==> config.mk <==
export PLATFORM = sky130hd
export DESIGN_NAME = min_tracking_stack_unit
export DESIGN_NICKNAME = d
export VERILOG_FILES = /design/src/hw/rtl/mts_pkg.sv /design/src/hw/rtl/mts_ram.sv /design/src/hw/rtl/min_tracking_stack_unit.sv
export SDC_FILE = /design/constraint.sdc
export NUM_CORES = 2
export LEC_CHECK = 0
export CAP_MARGIN = 10
export CORE_MARGIN = 2
export CORE_UTILIZATION = 60
export CTS_BUF_LIST = sky130_fd_sc_hd__clkbuf_8 sky130_fd_sc_hd__clkbuf_16
export CTS_CLUSTER_DIAMETER = 80
export DETAILED_ROUTE_END_ITERATION = 8
export DONT_BUFFER_PORTS = 1
export PLACE_DENSITY = 0.76
export SYNTH_ARGS = -nofsm -noshare
export SYNTH_HDL_FRONTEND = slang
export SYNTH_SLANG_ARGS = --single-unit
==> constraint.sdc <==
create_clock -name i_clk -period 9.98 [get_ports i_clk]
set_input_delay 1.996 -clock i_clk [delete_from_list [all_inputs] [get_ports i_clk]]
set_output_delay 1.996 -clock i_clk [all_outputs]
set_load 0.03 [all_outputs]
==> src/hw/rtl/mts_pkg.sv <==
// shared constants and types for the min tracking stack
package mts_pkg;

    localparam int STACK_DEPTH = 64;
    localparam int CNT_W       = $clog2(STACK_DEPTH + 1);
    localparam int ADDR_W      = (STACK_DEPTH > 1) ? $clog2(STACK_DEPTH) : 1;
    localparam int VALUE_W     = 32;
    localparam int OCC_W       = 7;

    typedef logic [CNT_W-1:0]  t_cnt;
    typedef logic [ADDR_W-1:0] t_addr;
    typedef logic [1:0]        t_mode;
    typedef logic [1:0]        t_status;

    localparam t_mode MODE_PUSH  = 2'd0;
    localparam t_mode MODE_POP   = 2'd1;
    localparam t_mode MODE_QUERY = 2'd2;

    localparam t_status STATUS_OK        = 2'd0;
    localparam t_status STATUS_OVERFLOW  = 2'd1;
    localparam t_status STATUS_UNDERFLOW = 2'd2;

endpackage

==> src/hw/rtl/mts_ram.sv <==
// generic single write, single read ram with registered read data
module mts_ram #(
    parameter int WIDTH = 32,
    parameter int DEPTH = 64,
    localparam int ADDR_W = (DEPTH > 1) ? $clog2(DEPTH) : 1
) (
    input  logic              i_clk,
    input  logic              i_we,
    input  logic [ADDR_W-1:0] i_waddr,
    input  logic [WIDTH-1:0]  i_wdata,
    input  logic [ADDR_W-1:0] i_raddr,
    output logic [WIDTH-1:0]  o_rdata
);

    logic [WIDTH-1:0] r_mem [DEPTH];
    logic [WIDTH-1:0] r_rdata;

    always_ff @(posedge i_clk) begin
        if (i_we) begin
            r_mem[i_waddr] <= i_wdata;
        end
        r_rdata <= r_mem[i_raddr];
    end

    assign o_rdata = r_rdata;

endmodule

==> src/hw/rtl/min_tracking_stack_unit.sv <==
// min tracking stack: bounded signed stack that reports its running minimum
// ops: push, query and rejected ops go S_IDLE, S_RESP, output register; a successful pop
//   also passes S_READ for the refill read of the value and minima rams
// S_RESP holds while the output word is not taken; no new word is taken until the last result is registered
// reset: i_rst_n synchronous active low, clears both counts and the control state;
//   ram contents stay undefined, only entries below the counts are ever reported
module min_tracking_stack_unit (
    input  logic        i_clk,
    input  logic        i_rst_n,
    // input words
    input  logic        s_axis_tvalid,
    output logic        s_axis_tready,
    input  logic [31:0] s_axis_tdata,   // [31:0] push_value
    input  logic [1:0]  s_axis_tuser,   // [1:0] mode
    // result words
    output logic        m_axis_tvalid,
    input  logic        m_axis_tready,
    output logic [71:0] m_axis_tdata,   // [31:0] top_value, [63:32] min_value,
                                        // [70:64] occupancy, [71] is_empty
    output logic [1:0]  m_axis_tuser    // [1:0] status
);

    typedef enum logic [1:0] {
        S_IDLE,
        S_READ,
        S_RESP
    } t_state;

    // control and cached stack tops
    t_state              r_state, n_state;
    mts_pkg::t_cnt       r_count, n_count;
    mts_pkg::t_cnt       r_mcount, n_mcount;
    logic signed [31:0]  r_vtop, n_vtop;
    logic signed [31:0]  r_mtop, n_mtop;
    mts_pkg::t_status    r_status, n_status;

    // output register
    logic                r_otvalid, n_otvalid;
    logic [71:0]         r_odata, n_odata;
    logic [1:0]          r_ouser, n_ouser;

    // ram ports
    logic                v_we, m_we;
    mts_pkg::t_addr      v_waddr, m_waddr, v_raddr, m_raddr;
    logic [31:0]         v_rdata, m_rdata;
    logic [31:0]         wr_value;

    logic                s_accept;
    logic                min_pop;
    logic signed [31:0]  in_value;
    logic signed [31:0]  top_out, min_out;

    assign s_accept      = s_axis_tvalid && s_axis_tready;
    assign s_axis_tready = (r_state == S_IDLE);
    assign in_value      = $signed(s_axis_tdata);
    assign wr_value      = s_axis_tdata;

    // value stack entries, one per stored value
    mts_ram #(
        .WIDTH (mts_pkg::VALUE_W),
        .DEPTH (mts_pkg::STACK_DEPTH)
    ) u_value_ram (
        .i_clk   (i_clk),
        .i_we    (v_we),
        .i_waddr (v_waddr),
        .i_wdata (wr_value),
        .i_raddr (v_raddr),
        .o_rdata (v_rdata)
    );

    // running minima stack
    mts_ram #(
        .WIDTH (mts_pkg::VALUE_W),
        .DEPTH (mts_pkg::STACK_DEPTH)
    ) u_minima_ram (
        .i_clk   (i_clk),
        .i_we    (m_we),
        .i_waddr (m_waddr),
        .i_wdata (wr_value),
        .i_raddr (m_raddr),
        .o_rdata (m_rdata)
    );

    // reported fields, zero when the stack is empty
    assign top_out = (r_count != '0) ? r_vtop : '0;
    assign min_out = ((r_count != '0) && (r_mcount != '0)) ? r_mtop : '0;

    always_comb begin
        n_state   = r_state;
        n_count   = r_count;
        n_mcount  = r_mcount;
        n_vtop    = r_vtop;
        n_mtop    = r_mtop;
        n_status  = r_status;
        n_otvalid = r_otvalid && !m_axis_tready;
        n_odata   = r_odata;
        n_ouser   = r_ouser;
        v_we      = 1'b0;
        m_we      = 1'b0;
        v_waddr   = mts_pkg::t_addr'(r_count);
        m_waddr   = mts_pkg::t_addr'(r_mcount);
        min_pop   = (r_mcount != '0) && (r_mtop == r_vtop);

        case (r_state)
            S_IDLE: begin
                if (s_accept) begin
                    n_status = mts_pkg::STATUS_OK;
                    n_state  = S_RESP;
                    case (s_axis_tuser)
                        mts_pkg::MODE_PUSH: begin
                            if (r_count == mts_pkg::t_cnt'(mts_pkg::STACK_DEPTH)) begin
                                n_status = mts_pkg::STATUS_OVERFLOW;
                            end else begin
                                v_we    = 1'b1;
                                n_vtop  = in_value;
                                n_count = r_count + mts_pkg::t_cnt'(1);
                                // minima count never exceeds the value count,
                                // so there is always room here
                                if ((r_mcount == '0) || (in_value <= r_mtop)) begin
                                    m_we     = 1'b1;
                                    n_mtop   = in_value;
                                    n_mcount = r_mcount + mts_pkg::t_cnt'(1);
                                end
                            end
                        end
                        mts_pkg::MODE_POP: begin
                            if (r_count == '0) begin
                                n_status = mts_pkg::STATUS_UNDERFLOW;
                            end else begin
                                n_count = r_count - mts_pkg::t_cnt'(1);
                                if (min_pop) begin
                                    n_mcount = r_mcount - mts_pkg::t_cnt'(1);
                                end
                                // new tops come back from the rams next cycle
                                n_state = S_READ;
                            end
                        end
                        default: begin
                            // query and the unused code change nothing
                        end
                    endcase
                end
            end
            S_READ: begin
                n_vtop  = $signed(v_rdata);
                n_mtop  = $signed(m_rdata);
                n_state = S_RESP;
            end
            S_RESP: begin
                if (!r_otvalid || m_axis_tready) begin
                    n_otvalid = 1'b1;
                    n_odata   = {(r_count == '0), mts_pkg::OCC_W'(r_count), min_out, top_out};
                    n_ouser   = r_status;
                    n_state   = S_IDLE;
                end
            end
            default: begin
                n_state = S_IDLE;
            end
        endcase
    end

    // read addresses of the new tops after a pop
    assign v_raddr = mts_pkg::t_addr'(n_count - mts_pkg::t_cnt'(1));
    assign m_raddr = mts_pkg::t_addr'(n_mcount - mts_pkg::t_cnt'(1));

    always_ff @(posedge i_clk) begin
        if (!i_rst_n) begin
            r_state   <= S_IDLE;
            r_count   <= '0;
            r_mcount  <= '0;
            r_status  <= mts_pkg::STATUS_OK;
            r_otvalid <= 1'b0;
        end else begin
            r_state   <= n_state;
            r_count   <= n_count;
            r_mcount  <= n_mcount;
            r_status  <= n_status;
            r_otvalid <= n_otvalid;
        end
        r_vtop  <= n_vtop;
        r_mtop  <= n_mtop;
        r_odata <= n_odata;
        r_ouser <= n_ouser;
    end

    assign m_axis_tvalid = r_otvalid;
    assign m_axis_tdata  = r_odata;
    assign m_axis_tuser  = r_ouser;

`ifndef NO_ASSERTIONS
    // minima stack never holds more entries than the value stack
    a_mcount_le_count: assert property (@(posedge i_clk) disable iff (!i_rst_n)
        r_mcount <= r_count)
        else $error("minima count above value count");

    // count stays within the stack depth
    a_count_bound: assert property (@(posedge i_clk) disable iff (!i_rst_n)
        r_count <= mts_pkg::t_cnt'(mts_pkg::STACK_DEPTH))
        else $error("value count beyond depth");

    // a successful pop always refills the tops from the rams
    a_pop_reads: assert property (@(posedge i_clk) disable iff (!i_rst_n)
        (s_accept && (s_axis_tuser == mts_pkg::MODE_POP) && (r_count != '0))
        |=> (r_state == S_READ))
        else $error("pop did not go through the ram read");

    // a push on a full stack leaves the count alone
    a_overflow_hold: assert property (@(posedge i_clk) disable iff (!i_rst_n)
        (s_accept && (s_axis_tuser == mts_pkg::MODE_PUSH)
         && (r_count == mts_pkg::t_cnt'(mts_pkg::STACK_DEPTH)))
        |=> ($stable(r_count) && (r_status == mts_pkg::STATUS_OVERFLOW)))
        else $error("overflow push changed the stack");
`endif

endmodule
Yosys cells after proc, flatten, opt, wreduce, memory -nomap -nowiden
Memory sizes are Yosys's and may differ from the RTL's. A register that Yosys moved wholly into a read port is not among the register bits.
Index checks and enable logic that the tools add are counted.

storage, ports and cells
  register bits = 157
  RAM bits = 4096
  bits of input ports = 38
  output and inout port bits = 76
  word-level logic and storage cells = 94
  memories = 2

operators by class
  add/subtract/negate cells = 6
  order comparisons = 1
  equality and inequality tests = 10
  multiplexer cells = 44
  reduce and logical (&&, ||, !) cells = 20

memory list
  memory              words  bits a word  rd ports  clocked after memory_dff  wr ports  RTL line       text
  u_minima_ram.r_mem  64     32           1         1                         1         mts_ram.sv:15  logic [WIDTH-1:0] r_mem [DEPTH];
  u_value_ram.r_mem   64     32           1         1                         1         mts_ram.sv:15

operator list
  kind                                                 count
  2-to-1 mux 32 bit                                    7
  case mux 32 bit (2 select lines)                     2
  2-to-1 mux 7 bit                                     10
  equality test 32 bit                                 1
  <= comparator 32 bit                                 1
  case mux 7 bit (2 select lines)                      2
  2-to-1 mux 1 bit                                     16
  adder 7 x 1 -> 7 bit, second input constant          2
  logical NOT 7 bit                                    2
  nonzero test 7 bit                                   2
  subtractor 7 x 1 -> 7 bit, second input constant     2
  subtractor 6 x 1 -> 6 bit, second input constant     2
  2-to-1 mux 2 bit                                     5
  equality test 7 bit, second input constant           1
  != test 2 x 1 -> 1 bit, second input constant        3
  case mux 2 bit (3 select lines)                      1
  AND reduction 2 bit                                  3
  AND reduction 5 bit                                  1
  equality test 2 x 1 -> 1 bit, second input constant  2
  logical AND 1 bit                                    4
  logical NOT 2 bit                                    2
  != test 2 bit, second input constant                 2
  case mux 2 bit (2 select lines)                      1
  AND reduction 4 bit                                  1
  other kinds (4)                                      6

Depth between registers and ports, before layout
  depth after elaboration = 9
  mapped depth = 23
  depth with buffers taken out = 17

Cells and area by module
A second synthesis with hierarchy kept.

unflattened totals
  cells, all modules = 7396
  area, all modules = 164924.4 µm²

by module, submodules not included
  module                   instances  cells an instance  area each (µm²)  seq. area each (µm²)
  mts_ram                  2          3324               78515.3          62139.6
  min_tracking_stack_unit  1          748                7893.8           4524.3

Worst setup path after synthesis
No wires, ideal clock.

  path type = input to register
  from = input s_axis_tuser[0]
  to = register r_mtop[0], enable pin
  setup time = 470 ps
  data arrival time = 6463 ps
  required time = 9510 ps
  slack = 3047 ps
  stages on the path = 4
  path buffers = 0
  cells stage by stage = a311oi_1 > a21oi_1 > nor2_1 > a21boi_0

on the way
  cells in the longest elaborated chain, start to end = 3

RTL lines
  what                              RTL line                        text
  start: declaration                min_tracking_stack_unit.sv:14   input logic [1:0] s_axis_tuser,
  logical NOT 2 bit                 min_tracking_stack_unit.sv:109  case (s_axis_tuser)
  != test 2 x 1 -> 1 bit (no line)  -
  AND reduction 5 bit (no line)     -
  end signal: assignment            min_tracking_stack_unit.sv:182  r_mtop <= n_mtop;
  end: declaration                  min_tracking_stack_unit.sv:34   logic signed [31:0] r_mtop, n_mtop;

No other way between the ends.
A chain may end at the register's enable or synchronous reset.

Final worst setup path
  from = input s_axis_tdata[25]
  to = register u_minima_ram.r_rdata[6] (netlist: u_minima_ram.o_rdata[6]), read port of u_minima_ram.r_mem

on the way
  cells in the longest elaborated chain, start to end = 8

RTL lines
  what                             RTL line                        text
  start: declaration               min_tracking_stack_unit.sv:13   input logic [31:0] s_axis_tdata,
  <= comparator 32 bit             min_tracking_stack_unit.sv:119  if ((r_mcount == '0) || (in_value <= r_mtop)) begin
  logical OR 1 bit                 min_tracking_stack_unit.sv:119
  2-to-1 mux 7 bit                 min_tracking_stack_unit.sv:119
  2-to-1 mux 7 bit                 min_tracking_stack_unit.sv:111  if (r_count == mts_pkg::t_cnt'(mts_pkg::STACK_DEPTH)) begin
  case mux 7 bit (2 select lines)  min_tracking_stack_unit.sv:109
  2-to-1 mux 7 bit                 min_tracking_stack_unit.sv:106  if (s_accept) begin
  2-to-1 mux 7 bit                 min_tracking_stack_unit.sv:104  case (r_state)
  subtractor 6 x 1 -> 6 bit        min_tracking_stack_unit.sv:165  assign m_raddr = mts_pkg::t_addr'(n_mcount - mts_pkg::t_cnt'(1));
  end: declaration                 mts_ram.sv:16                   logic [WIDTH-1:0] r_rdata;

No other way between the ends.

==> flow_metrics.env <==
export IMPL_fin_worst_skew_ns=0.0681
export IMPL_die_h_um=528
export IMPL_tightest_slew_ns=1.31
export IMPL_grt_util_met1_pct=41.0
export IMPL_routedWlPerCell_um=37.1
export IMPL_cts_repair_resized=0
export IMPL_grt_total_usage_pct=31.2
export IMPL_synth_edf_count=4234
export IMPL_synth_area_top_cells="edfxtp_1, mux4_2, a22oi_1"
export IMPL_clkTransAtPathRegs_ns=0.06
export IMPL_synth_distinct_cells=68
export IMPL_synth_area_leader_cell="edfxtp_1"
export IMPL_vias=82887
export IMPL_critical_path_endpoint_type="flip-flop"
export IMPL_critPathSlowestCell="ha_4"
export IMPL_synth_warnings=0
export IMPL_cts_root_buf="clkbuf_16"
export IMPL_grt_max_degree=131
export IMPL_ant_nets=0
export IMPL_synth_top_family_by_area="multiplexers"
export IMPL_synthMuxAreaShare_pct=14.8
export IMPL_peakVddDrop_mv=0.212
export IMPL_start_util_pct=60.3
export IMPL_num_io_pins=114
export IMPL_dp_cells=10937
export IMPL_netlist_area_um2=165000
export IMPL_syn_area_per_cell_um2=21.9
export IMPL_cts_buffer_depth=4
export IMPL_period_share_pct=74.4
export IMPL_gr_max_usage_layer="met2"
export IMPL_powerDensity_nw_per_um2=222
export IMPL_synth_compound_area_share_pct=3.32
export IMPL_synth_xor_area_share_pct=0.249
export IMPL_finalHoldViolCount=0
export IMPL_drc=0
export IMPL_path_buf_inv=4
export IMPL_viasPerCell=7.06
export IMPL_holdWs_ns=0.511
export IMPL_min_path_type="flip-flop to flip-flop"
export IMPL_grt_pass1_vias=83093
export IMPL_min_period_ns=7.43
export IMPL_start_kind="primary input"
export IMPL_gp_congestion=0.901
export IMPL_holdBufCountCts=0
export IMPL_synth_fa_ha_area_share_pct=0.296
export IMPL_fin_ws_ns=2.55
export IMPL_numCtsBuffers=411
export IMPL_final_cell_mix="edfxtp_1, mux4_2, clkbuf_16, a21oi_1, a22oi_1"
export IMPL_grt_overflow=0
export IMPL_ys_flop_type="edfxtp_1"
export IMPL_synth_seq_cells=4317
export IMPL_fin_nets=7838
export IMPL_coreArea_um2=274000
export IMPL_grt_use_met2_pct=49.3
export IMPL_antenna_found_initial=30
export IMPL_clock_latency_ns=0.97
export IMPL_relSlewSlack_pct=12.4
export IMPL_htreeDepth=5
export IMPL_drtIter0Drc=14056
export IMPL_p_total_mw=41.1
export IMPL_dieArea_um2=279000
export IMPL_max_freq_mhz=135
export IMPL_p_leak_nw=57.6
export IMPL_outcome="finished, final reports clean"
export IMPL_die_x_um=528
export IMPL_areaGrowthSynthToFinish_pct=11.9
export IMPL_drv_cap=0
export IMPL_synth_simple_area_share_pct=2.10
export IMPL_hpwlAfterDp_um=224000
export IMPL_critPathKind="primary input to flip-flop"
export IMPL_drv_slew=0
export IMPL_cp_cell_sequence="ha_1, nand4_1, nor4_1, inv_1, a31oi_4, nor4b_2, o21ai_1, and2_4, inv_1, ha_4, buf_12, buf_4, mux4_2, a22oi_1, a21oi_1, or4_1"
export IMPL_grt_pass1_wl_um=614000
export IMPL_dr_pass1_iters=6
export IMPL_synthCells=7545
export IMPL_cp_max_fo=130
export IMPL_slowest_delay_ns=0.96
export IMPL_synth_nets=7622
export IMPL_grt_use_met3_pct=5.93
export IMPL_crit_family="simple AND/OR/NAND/NOR gates"
export IMPL_synth_top_area_share_pct=77.0
export IMPL_finalNonFillerCells=11736
export IMPL_final_setup_tns_ns=0
export IMPL_rsz0062_at_grt="no"
export IMPL_worstPathArrival_ns=8.23
export IMPL_layout_commonest_cell="edfxtp_1"
export IMPL_yosysSeqAreaShare_pct=78.0
export IMPL_post_cts_buffers=0
export IMPL_dp_slack_ns=1.74
export IMPL_setup_viol=0
export IMPL_async_flop_share_pct=0
export IMPL_drive_gt1_share_pct=25.1
export IMPL_cts_sinks=4317
export IMPL_fp_row_count=192
export IMPL_cp_required_ns=10.78
export IMPL_numPortBuffers=0
export IMPL_cts_tree="yes"
export IMPL_totalWireLength_um=435000
export IMPL_crit_top_cell="inv_1"
kinds of logic (layout without fill, tap and decap cells):
| group | count (synthesis) | after routing |
|---|---|---|
| buffers and inverters | 475 | 1047 |
| AO/OA/AOI/OAI | 821 | 821 |
| other | 0 | 30 |
| XOR/XNOR | 46 | 46 |
| AND/OR/NAND/NOR | 689 | 689 |
| flip-flops | 4317 | 4317 |
| multiplexers | 1158 | 1158 |
| adder cells (fa/ha/maj) | 39 | 39 |
final timing paths:
| check | cells after the start | startpoint | end | slack (ns) |
|---|---|---|---|---|
| hold reg to reg | 2 | u_minima_ram.o_rdata[20] | r_mtop[20] | 0.51 |
| setup / recovery | 16 | s_axis_tdata[25] | u_minima_ram.o_rdata[6] | 2.55 |
| hold / removal | 2 | u_minima_ram.o_rdata[20] | r_mtop[20] | 0.51 |
| setup reg to reg | 14 | r_vtop[10] | u_minima_ram.o_rdata[0] | 2.78 |
flip-flops by register name, indices dropped and copies added (netlist names), 32 cells and up:
signal                count
u_minima_ram.r_mem     2048
u_value_ram.r_mem      2048
m_axis_tdata             72
r_mtop                   32
r_vtop                   32
u_minima_ram.o_rdata     32
u_value_ram.o_rdata      32
worst min-delay path, cell delays in order (launching register included):
cell,delay (ns)
dfxtp_1,0.31
nand2_1,0.04
nand2_1,0.06
synthesized netlist by cell type, drive strengths merged (39+ instances only):
cell and count:
nor2b 131, mux2i 133, dfxtp 83, nand2 186
ha 39, xnor2 39, nor3 43, inv 46
mux4 1025, a21oi 275, edfxtp 4234, nor2 160
clkbuf 281, a22oi 258, buf 148, a211oi 223
metrics by stage:
| step | area [um^2] | util (%) |
|---|---|---|
| after detailed placement | 171000 | 62.5 |
| after floorplan | 165000 | - |
| after CTS | 185000 | 67.5 |
| after global routing | 185000 | 67.5 |
| after global placement | 171000 | 62.5 |
| final | 185000 | 67.5 |
per-layer routing:
| layer | share of wire, % | vias up |
|---|---|---|
| met5 | 0.0085 | - |
| met4 | 6.7 | 6 |
| met3 | 11 | 1004 |
| met2 | 48 | 6261 |
| met1 | 34 | 43306 |
| li1 | - | 32310 |
report_power, final:
part           internal [mW]  switching (mW)
Clock                   8.93            6.74
Combinational           1.92            3.09
Sequential              20.1           0.331
Total                   30.9            10.2
final cells by class:
class / count / area (um^2)
sequential: 4317 / 129000
fill: 16131 / 88900
multi-input combinational: 2753 / 35400
clock buffer: 445 / 10800
tap: 3589 / 4490
clock inverter: 324 / 2820
timing repair buffer: 232 / 2130
inverter: 46 / 173
antenna: 30 / 75.1
Note: power is estimated with default switching activity, not from simulation.
